[src/rtl/tli_pkg.sv]
// Shared constants, field layout and control structs of the table interpolator.
// No dependencies; every other file in rtl/ except tli_ram imports this package.
`default_nettype none

package tli_pkg;

  // Fixed field widths of the stream words
  localparam int unsigned VAL_W      = 32;
  localparam int unsigned SLOT_W     = 6;
  localparam int unsigned IDX_OUT_W  = 6;
  localparam int unsigned FRAC_OUT_W = 17;
  localparam int unsigned STATUS_W   = 2;
  localparam int unsigned COUNT_W    = 7;
  localparam int unsigned KIND_W     = 1;

  // Defaults for the top-level parameters
  localparam int unsigned DEF_TABLE_DEPTH = 64;
  localparam int unsigned DEF_FRAC_BITS   = 16;

  // Reset value of the entry count register
  localparam logic [COUNT_W-1:0] COUNT_RESET = COUNT_W'(1);

  // Input word layout, lowest bits first
  localparam int unsigned IN_SLOT_LSB   = 0;
  localparam int unsigned IN_RADIUS_LSB = IN_SLOT_LSB + SLOT_W;
  localparam int unsigned IN_PITCH_LSB  = IN_RADIUS_LSB + VAL_W;
  localparam int unsigned IN_CHORD_LSB  = IN_PITCH_LSB + VAL_W;
  localparam int unsigned IN_QUERY_LSB  = IN_CHORD_LSB + VAL_W;
  localparam int unsigned IN_USED_W     = IN_QUERY_LSB + VAL_W;
  localparam int unsigned IN_TDATA_W    = ((IN_USED_W + 7) / 8) * 8;

  // Output word layout, lowest bits first
  localparam int unsigned OUT_PITCH_LSB = 0;
  localparam int unsigned OUT_CHORD_LSB = OUT_PITCH_LSB + VAL_W;
  localparam int unsigned OUT_LOWER_LSB = OUT_CHORD_LSB + VAL_W;
  localparam int unsigned OUT_UPPER_LSB = OUT_LOWER_LSB + IDX_OUT_W;
  localparam int unsigned OUT_FRAC_LSB  = OUT_UPPER_LSB + IDX_OUT_W;
  localparam int unsigned OUT_USED_W    = OUT_FRAC_LSB + FRAC_OUT_W;
  localparam int unsigned OUT_TDATA_W   = ((OUT_USED_W + 7) / 8) * 8;

  // Word kinds
  localparam logic [KIND_W-1:0] KIND_WRITE = 1'b0;
  localparam logic [KIND_W-1:0] KIND_QUERY = 1'b1;

  // Range status codes
  localparam logic [STATUS_W-1:0] RANGE_INTERIOR = 2'd0;
  localparam logic [STATUS_W-1:0] RANGE_BELOW    = 2'd1;
  localparam logic [STATUS_W-1:0] RANGE_ABOVE    = 2'd2;

  // Controller to datapath commands
  typedef struct packed {
    logic                wr_en;
    logic                load_query;
    logic                scan_shift;
    logic                set_bracket;
    logic [STATUS_W-1:0] range_status;
    logic                div_step;
    logic                pc_sel_hi;
    logic                cap_lo;
    logic                cap_diff;
    logic                cap_prod;
    logic                load_out;
  } cmd_t;

  // Datapath to controller status
  typedef struct packed {
    logic radius_ge;
    logic out_free;
  } stat_t;

endpackage

`default_nettype wire

[src/rtl/tli_ctrl.sv]
// Controller of the table interpolator: entry count register, scan and divide sequencing.
// Depends on tli_pkg; drives tli_dp through cmd_t.
`default_nettype none

module tli_ctrl #(
  parameter int unsigned TABLE_DEPTH = tli_pkg::DEF_TABLE_DEPTH,
  parameter int unsigned FRAC_BITS   = tli_pkg::DEF_FRAC_BITS
) (
  input  wire logic                             clk_i,
  input  wire logic                             rst_ni,
  input  wire logic                             in_valid_i,
  input  wire logic [tli_pkg::KIND_W-1:0]       in_kind_i,
  output logic                                  in_ready_o,
  input  wire logic                             cfg_valid_i,
  input  wire logic [tli_pkg::COUNT_W-1:0]      cfg_wdata_i,
  output logic                                  cfg_ready_o,
  input  wire tli_pkg::stat_t                   stat_i,
  output tli_pkg::cmd_t                         cmd_o,
  output logic      [$clog2(TABLE_DEPTH)-1:0]   scan_addr_o,
  output logic      [$clog2(TABLE_DEPTH)-1:0]   lo_idx_o,
  output logic      [$clog2(TABLE_DEPTH)-1:0]   hi_idx_o
);

  import tli_pkg::*;

  localparam int unsigned IDX_W     = $clog2(TABLE_DEPTH);
  localparam int unsigned DIV_CNT_W = $clog2(FRAC_BITS + 1);

  typedef enum logic [2:0] {
    S_IDLE,
    S_SCAN,
    S_DIV,
    S_RD_LO,
    S_RD_HI,
    S_DIFF,
    S_MUL,
    S_FIN
  } state_e;

  state_e               state_q;
  logic [COUNT_W-1:0]   count_q;
  logic [IDX_W-1:0]     last_q, k_q;
  logic [DIV_CNT_W-1:0] div_cnt_q;

  logic             accept, is_query;
  logic [31:0]      count_ext;
  logic [IDX_W-1:0] last_d;

  assign accept      = in_valid_i && in_ready_o;
  assign is_query    = (in_kind_i == KIND_QUERY);
  assign in_ready_o  = (state_q == S_IDLE);
  assign cfg_ready_o = 1'b1;

  // Clamp the programmed count to 1..TABLE_DEPTH
  assign count_ext = 32'(count_q);
  always_comb begin
    if (count_ext == 32'd0) begin
      last_d = '0;
    end else if (count_ext > 32'(TABLE_DEPTH)) begin
      last_d = IDX_W'(TABLE_DEPTH - 1);
    end else begin
      last_d = IDX_W'(count_ext - 32'd1);
    end
  end

  assign scan_addr_o = (state_q == S_IDLE) ? '0 : (k_q + IDX_W'(1));

  always_comb begin
    cmd_o    = '0;
    lo_idx_o = '0;
    hi_idx_o = '0;
    case (state_q)
      S_IDLE: begin
        cmd_o.wr_en      = accept && !is_query;
        cmd_o.load_query = accept && is_query;
        if (accept && is_query && (last_d == '0)) begin
          cmd_o.set_bracket  = 1'b1;
          cmd_o.range_status = RANGE_ABOVE;
        end
      end
      S_SCAN: begin
        if (stat_i.radius_ge) begin
          cmd_o.set_bracket = 1'b1;
          if (k_q == '0) begin
            cmd_o.range_status = RANGE_BELOW;
          end else begin
            cmd_o.range_status = RANGE_INTERIOR;
            lo_idx_o           = k_q - IDX_W'(1);
            hi_idx_o           = k_q;
          end
        end else if (k_q == last_q) begin
          cmd_o.set_bracket  = 1'b1;
          cmd_o.range_status = RANGE_ABOVE;
          lo_idx_o           = last_q;
          hi_idx_o           = last_q;
        end else begin
          cmd_o.scan_shift = 1'b1;
        end
      end
      S_DIV:   cmd_o.div_step = 1'b1;
      S_RD_LO: cmd_o.pc_sel_hi = 1'b0;
      S_RD_HI: begin
        cmd_o.pc_sel_hi = 1'b1;
        cmd_o.cap_lo    = 1'b1;
      end
      S_DIFF:  cmd_o.cap_diff = 1'b1;
      S_MUL:   cmd_o.cap_prod = 1'b1;
      S_FIN:   cmd_o.load_out = stat_i.out_free;
      default: cmd_o = '0;
    endcase
  end

  always_ff @(posedge clk_i or negedge rst_ni) begin
    if (!rst_ni) begin
      state_q   <= S_IDLE;
      count_q   <= COUNT_RESET;
      last_q    <= '0;
      k_q       <= '0;
      div_cnt_q <= '0;
    end else begin
      if (cfg_valid_i && cfg_ready_o) begin
        count_q <= cfg_wdata_i;
      end
      case (state_q)
        S_IDLE: begin
          if (accept && is_query) begin
            last_q <= last_d;
            k_q    <= '0;
            state_q <= (last_d == '0) ? S_RD_LO : S_SCAN;
          end
        end
        S_SCAN: begin
          div_cnt_q <= '0;
          if (stat_i.radius_ge) begin
            state_q <= (k_q == '0) ? S_RD_LO : S_DIV;
          end else if (k_q == last_q) begin
            state_q <= S_RD_LO;
          end else begin
            k_q <= k_q + IDX_W'(1);
          end
        end
        S_DIV: begin
          div_cnt_q <= div_cnt_q + DIV_CNT_W'(1);
          if (div_cnt_q == DIV_CNT_W'(FRAC_BITS)) begin
            state_q <= S_RD_LO;
          end
        end
        S_RD_LO: state_q <= S_RD_HI;
        S_RD_HI: state_q <= S_DIFF;
        S_DIFF:  state_q <= S_MUL;
        S_MUL:   state_q <= S_FIN;
        S_FIN: begin
          if (stat_i.out_free) begin
            state_q <= S_IDLE;
          end
        end
        default: state_q <= S_IDLE;
      endcase
    end
  end

  // A query always leaves idle; a write never does
  assert property (@(posedge clk_i) disable iff (!rst_ni)
    (accept && is_query) |=> (state_q != S_IDLE))
    else $error("query accepted but controller stayed idle");

  assert property (@(posedge clk_i) disable iff (!rst_ni)
    (accept && !is_query) |=> (state_q == S_IDLE))
    else $error("table write left the idle state");

  // Scan never runs past the last entry in use
  assert property (@(posedge clk_i) disable iff (!rst_ni)
    (state_q == S_SCAN) |-> (k_q <= last_q))
    else $error("scan index beyond last entry");

  // Divider runs exactly FRAC_BITS+1 steps
  assert property (@(posedge clk_i) disable iff (!rst_ni)
    (state_q == S_DIV) |-> (div_cnt_q <= DIV_CNT_W'(FRAC_BITS)))
    else $error("divide step count overrun");

  // A result is loaded only when the output register can take it
  assert property (@(posedge clk_i) disable iff (!rst_ni)
    cmd_o.load_out |-> (stat_i.out_free && (state_q == S_FIN)))
    else $error("result loaded while output busy");

endmodule

`default_nettype wire

[config.mk]
export PLATFORM = sky130hd
export DESIGN_NAME = tli_ctrl
export DESIGN_NICKNAME = d
export VERILOG_FILES = /design/src/rtl/tli_pkg.sv /design/src/rtl/tli_ctrl.sv
export SDC_FILE = /design/constraint.sdc
export NUM_CORES = 1
export LEC_CHECK = 0
export BUFFER_PORTS_ARGS = -buffer_cell sky130_fd_sc_hd__buf_2
export CORE_MARGIN = 2
export CORE_UTILIZATION = 40
export CTS_BUF_LIST = sky130_fd_sc_hd__clkbuf_16
export CTS_CLUSTER_DIAMETER = 100
export CTS_CLUSTER_SIZE = 16
export DETAILED_ROUTE_END_ITERATION = 8
export PLACE_DENSITY = 0.65
export SETUP_SLACK_MARGIN = 0.1
export SLEW_MARGIN = 20
export SYNTH_ARGS = -nofsm -noshare
export SYNTH_HDL_FRONTEND = slang
export SYNTH_SLANG_ARGS = --single-unit
export TNS_END_PERCENT = 30
[constraint.sdc]
create_clock -name clk_i -period 2.36 [get_ports clk_i]
set_input_delay 0.236 -clock clk_i [delete_from_list [all_inputs] [get_ports clk_i]]
set_output_delay 0.236 -clock clk_i [all_outputs]
set_load 0.02 [all_outputs]
==> results.cfg, run 1 <==
[power_and_ir_drop]
p_sw_mw = 0.9799
p_clk_share_pct = 17.2
vdd_ir_drop_max_mv = 0.5156
p_int_mw = 1.267
power_frac_seq_pct = 36.7
power_mw = 2.246
power_density_mw_per_mm2 = 925.0
p_leak_nw = 1.146
power_frac_comb_pct = 46.1
p_sw_share_pct = 43.62

[cts]
worstSkewPairLatency_ns = 0.26
htree_levels = 1
cts_max_path_buffers = 2
cts_buffers = 3
cts.clk_slew.worst_paths_ns = 0.07
root_buffer = clkbuf_16
cts_tree = yes
cts_sinks = 27

[timing]
rsz0062_at_grt = true
setup_slack_ns = -0.02017
relSlewSlack_pct = 59.21
timing.final.crit_share_pct = 100.9
hold_viol = 26
fin_crit_ns = 2.380
fin_hold_ws_ns = -0.02094
worstMarginPinSlew_ns = 0.6118
fmax_mhz = 420.1
slew_violations = 0
fin_worst_skew_ns = 0.002604
setup_viol = 1

[floorplan]
io_pins = 46
fp.coreArea_sq_mm = 0.004786
die_area_sq_mm = 0.005590
dieHeight_microns = 74.77
initial_core_util_pct = 41.86
fp.dieW_microns = 74.77
rows = 25

[worst_setup_path]
criticalPathCategory = flop to output port
cpPeakStageDelay_ns = 0.54
critPathArrivalTime_ns = 2.14
crit_buf_inv = 2
start_kind = flop
slowest_stage = dfstp_2
r2r_setup_slack_ns = 0.49
critical_path_required_ns = 2.12
cp_cell_sequence = inv_2 -> ha_4 -> or4_1 -> a32oi_1 -> o31ai_2 -> o2111ai_2 -> nand2_1 -> buf_6
critPathTopFamily = flip-flops
cp_max_fo = 3
endpoint_kind = output port

[finish]
fill_cells = 475
syn_to_final_growth_pct = 21.24
final_cells = 358
finalNetCount = 313
seq_area_sq_um = 681.9
multi_input_area_sq_mm = 0.001192
fin_util_pct = 50.75
drive_gt1_share_pct = 29.21
num_antenna_cells = 0

[flow_run]
maxCapViolations = 0

[synthesis]
synth_edf_count = 0
syn-num-nets = 264
yosys.area.top_type_share_pct = 32.48
netlist_area_sq_mm = 0.002003
ys_async_sr_fraction_pct = 100.0
ys_seq_area_share_pct = 33.79
synthFlopType = dfrtp_1
ys_ff_latch = 27
synth_cells = 243
yosys-top-cells-area = dfrtp_1 (32%), nand2_1 (5.8%), xnor2_1 (4.8%)
yosysUniqueCellTypes = 52
syn_avg_cell_area_sq_um = 8.244
yosys.area.top_type = dfrtp_1
ys_warn_count = 0

[place]
place_congestion = 0.8346
numPortBuffers = 44
dp.cells = 350
preCtsSetupSlack_ns = 0.07347
dpl.hpwl_microns = 3506

[drt]
final_antenna_net_count = 0
vias_per_cell = 5.154
firstDrtPassIters = 4
drt_iter0_drc = 119
drc = 0
wl_per_cell_microns = 13.15
drt_wl_total_microns = 4706
num_vias = 1845

[global_route]
grt_pass1_wl_microns = 7672
grt_remaining_overflow = 0
grt_start_max_net_pins = 28
grt_pass1_vias = 1604
grt.total_usage_pct = 17.89
grt_antenna_before_repair = 0

[min_path]
min_path_type = input port to async pin

[run_status]
outcome = finished with violations
violations = negative hold slack, negative setup slack
[power groups by stage]
stage / clock network (mW) / logic (mW) / registers [mW]
5_1_grt: 0.415 / 1.18 / 0.853
3_5_place_dp: 0 / 1.00 / 0.822
3_3_place_gp: 0 / 0.985 / 0.824
2_1_floorplan: 0 / 0.856 / 0.726
6_report: 0.387 / 1.04 / 0.824
4_1_cts: 0.393 / 1.02 / 0.815
[synth_stat cells (2+ instances only)]
library cell,number
nand3_1,7
o211ai_1,4
nor2b_1,2
nand2b_1,7
o31ai_1,5
nand2_1,31
xor2_1,6
a21boi_0,2
buf_4,3
and2_1,2
inv_1,13
mux2_2,5
buf_6,2
o21ai_0,16
o21a_1,3
buf_2,3
o21ai_1,3
nand3b_1,3
dfrtp_1,26
a31oi_1,2
xnor2_1,11
ha_1,7
clkbuf_8,3
nor2_1,23
a21oi_1,17
clkbuf_1,4
nor3_1,8
[layout by cell type, fill, tap and decap left out, types with 2 or more instances in the layout]
| cell type | n |
|---|---|
| buf_4 | 15 |
| inv_2 | 2 |
| clkbuf_16 | 3 |
| and2_1 | 2 |
| o21ai_1 | 2 |
| a31oi_1 | 2 |
| buf_2 | 43 |
| xnor2_1 | 11 |
| nand2_1 | 31 |
| inv_1 | 13 |
| o21a_1 | 3 |
| nor2b_1 | 2 |
| a21oi_1 | 17 |
| nor3_1 | 8 |
| dfrtp_2 | 4 |
| nand3b_1 | 3 |
| o21ai_0 | 16 |
| o31ai_1 | 4 |
| dfrtp_1 | 22 |
| a21boi_0 | 2 |
| xor2_1 | 6 |
| o31ai_2 | 2 |
| ha_1 | 6 |
| nand3_1 | 7 |
| nor2_1 | 22 |
| o211ai_1 | 4 |
| mux2_2 | 5 |
| nand2b_1 | 7 |
[sequential cells by signal (all words and copies together), names as in the netlist]
register   flops
last_q         6
k_q            6
count_q        7
state_q        3
div_cnt_q      5
[cell families after synthesis]
kind of cell,count (synthesis),share of synthesized area [%]
and+or+nand+nor,96,24.11
AOI/OAI and AO/OA,61,18.86
buffers and inverters,29,8.432
DFF,27,33.79
xor gates and xnor gates,17,7.433
adders and majority gates,7,4.372
muxes,5,2.811
other,1,0.1872
[final timing paths]
kind,start,end,cells after the start
worst max-delay path,count_q[0]$_DFFE_PN1P_,cmd_o[8],8
worst min-delay path,rst_ni,count_q[2]$_DFFE_PN0P_,1
worst max register to register,count_q[0]$_DFFE_PN1P_,last_q[5]$_DFFE_PN0P_,7
worst min register to register,div_cnt_q[4]$_DFFE_PN0P_,div_cnt_q[4]$_DFFE_PN0P_,1
max in group asynchronous,rst_ni,k_q[1]$_DFFE_PN0P_,1
min in group clk_i,cfg_wdata_i[1],count_q[1]$_DFFE_PN0P_,3
[cell type report]
| type | count | area share [%] |
|---|---|---|
| Multi-Input combinational cell | 187 | 49.10 |
| Sequential cell | 27 | 28.08 |
| Clock inverter | 1 | 0.1546 |
| Clock buffer | 3 | 3.091 |
| Timing Repair Buffer | 59 | 13.96 |
| Tap cell | 67 | 3.452 |
| Inverter | 14 | 2.164 |
[timing repair]
item / CTS / global route
hold endpoints to repair: 0 / 0
hold buffers: 0 / 0
endpoints found under the setup margin: 2 / 8
pin swaps: 5 / 2
gates resized for setup: 7 / 7
setup buffers: 2 / 2
[worst reg2reg max path, delay by kind of cell (launching register included)]
kind / cells / cell delay [ns]
AOI/OAI and AO/OA: 3 / 0.48
buffers and inverters: 2 / 0.20
and+or+nand+nor: 1 / 0.42
DFF: 1 / 0.54
adders and majority gates: 1 / 0.15
[through the flow]
stage | area, sq um | setup TNS [ns] | hold slack [ns]
global placement | 2273 | 0 | 0.2915
detailed placement | 2273 | 0 | 0.2860
finish | 2429 | -0.02017 | -0.02094
floorplan | 2003 | 0 | -0.05959
global route | 2429 | -0.1929 | 0.02824
CTS | 2397 | 0 | 0.006458
[per-layer routing]
layer	vias to the layer above	wire, microns	track usage, %
met1	854	2188	25.52
met4	0	72	5.754
li1	935	-	-
met5	-	0	0
met2	47	2255	27.73
met3	9	190	3.079
Note: power is estimated with default switching activity, not from simulation.
==> run 2: changes to the inputs <==
- MAX_ROUTING_LAYER: unset -> met4
- SETUP_SLACK_MARGIN: 0.1 -> unset
- SKIP_CTS_REPAIR_TIMING: unset -> 1
==> results.cfg, run 2 (synthesis results as in run 1) <==
[finish]
num_antenna_cells = 0
syn_to_final_growth_pct = 19.92
fill_cells = 474
drive_gt1_share_pct = 26.99
reg_top3 = count_q (7), k_q (6), last_q (6)
largest_register = count_q
finalNetCount = 311
multi_input_area_sq_mm = 0.001184
seq_area_sq_um = 676.9
final_common_cell = buf_2
largest_register_ffs = 7
layout_common_cells = buf_2 (43), nand2_1 (31), dfrtp_1 (26)

[floorplan]
initial_core_util_pct = 41.86
rows = 25
fp.coreArea_sq_mm = 0.004786
fp.dieW_microns = 74.77
die_area_sq_mm = 0.005590
dieHeight_microns = 74.77
io_pins = 46

[worst_setup_path]
critPathArrivalTime_ns = 2.11
critical_path_required_ns = 2.12
endpoint_kind = output port
start_kind = flop
cp_max_fo = 3
criticalPathCategory = flop to output port

[timing]
setup_slack_ns = 0.01503
setup_viol = 0
fin_hold_ws_ns = -0.01870
slew_violations = 0
relSlewSlack_pct = 59.07
fin_worst_skew_ns = 0.003794
fin_crit_ns = 2.345
rsz0062_at_grt = true
hold_viol = 26
worstMarginPinSlew_ns = 0.6140
timing.final.crit_share_pct = 99.36
fmax_mhz = 426.4

[cts]
root_buffer = clkbuf_16
worstSkewPairLatency_ns = 0.26
cts_buffers = 3
cts.clk_slew.worst_paths_ns = 0.06
cts_sinks = 27
htree_levels = 1
cts_tree = yes
cts_max_path_buffers = 2

[global_route]
grt_remaining_overflow = 0
grt_start_max_net_pins = 28
grt.total_usage_pct = 18.24
grt_pass1_vias = 1594
grt_antenna_before_repair = 0
grt_pass1_wl_microns = 7583

[power_and_ir_drop]
power_density_mw_per_mm2 = 925.8
vdd_ir_drop_max_mv = 0.5123
p_leak_nw = 1.140

[drt]
final_antenna_net_count = 0
drt_iter0_drc = 123
wl_per_cell_microns = 13.09
num_vias = 1819
firstDrtPassIters = 4
drt_wl_total_microns = 4660
vias_per_cell = 5.110
drc = 0

[run_status]
outcome = finished with violations
violations = negative hold slack

[place]
preCtsSetupSlack_ns = 0.07347
dpl.hpwl_microns = 3506
numPortBuffers = 44
place_congestion = 0.8475

[flow_run]
maxCapViolations = 0

[min_path]
min_path_type = input port to async pin
-- run 2: area by class of cell --
cell class              instances  area share, %
well taps                      67          3.490
flip-flops and latches         27          28.18
inverters                      14          2.292
clock inverters                 1         0.1563
clock buffers                   3          3.125
multi-input cells             187          49.27
repair buffers                 57          13.49
-- run 2: metrics by stage --
step                      std cells  TNS, ns  instance area, sq um  util [%]  power [mW]
after global routing            356  -0.1551                  2402     50.20       2.423
after global placement          350        0                  2273     47.50       1.809
after floorplan                 243        0                  2003         -       1.582
final                           356        0                  2402     50.20       2.224
after detailed placement        350        0                  2273     47.50       1.822
after CTS                       354  -0.4177                  2352     49.15       2.213
-- run 2: worst max-delay path, cell delays in order (launching register included) --
cell and delay (ns):
dfstp_2 0.56, inv_4 0.05, ha_4 0.15, or4_1 0.39, a32oi_1 0.20, o31ai_2 0.12, o2111ai_2 0.12, nand2_1 0.12
buf_6 0.15
-- run 2: worst paths after layout --
kind,start,to,slack (ns),depth (start not counted)
setup / recovery,count_q[0]$_DFFE_PN1P_,cmd_o[8],0.02,8
hold / removal,rst_ni,count_q[2]$_DFFE_PN0P_,-0.02,1
setup reg to reg,count_q[0]$_DFFE_PN1P_,last_q[5]$_DFFE_PN0P_,0.53,7
hold reg to reg,div_cnt_q[4]$_DFFE_PN0P_,div_cnt_q[4]$_DFFE_PN0P_,0.52,1
max in group asynchronous,rst_ni,last_q[1]$_DFFE_PN0P_,1.98,1
min in group clk_i,cfg_wdata_i[1],count_q[1]$_DFFE_PN0P_,0.18,3
-- run 2: per-layer routing --
metal  track usage [%]  wire length (microns)
met1             25.10                   2206
met2             27.53                   2222
met3             3.079                    160
met4             5.754                     70
met5                 -                      0
-- run 2: power by group --
| part | leakage, nW | internal [mW] | switching (mW) | total [mW] |
|---|---|---|---|---|
| clock network | 0.0423 | 0.227 | 0.159 | 0.386 |
| logic | 0.769 | 0.426 | 0.591 | 1.02 |
| registers | 0.329 | 0.602 | 0.219 | 0.821 |
| total | 1.14 | 1.25 | 0.969 | 2.22 |
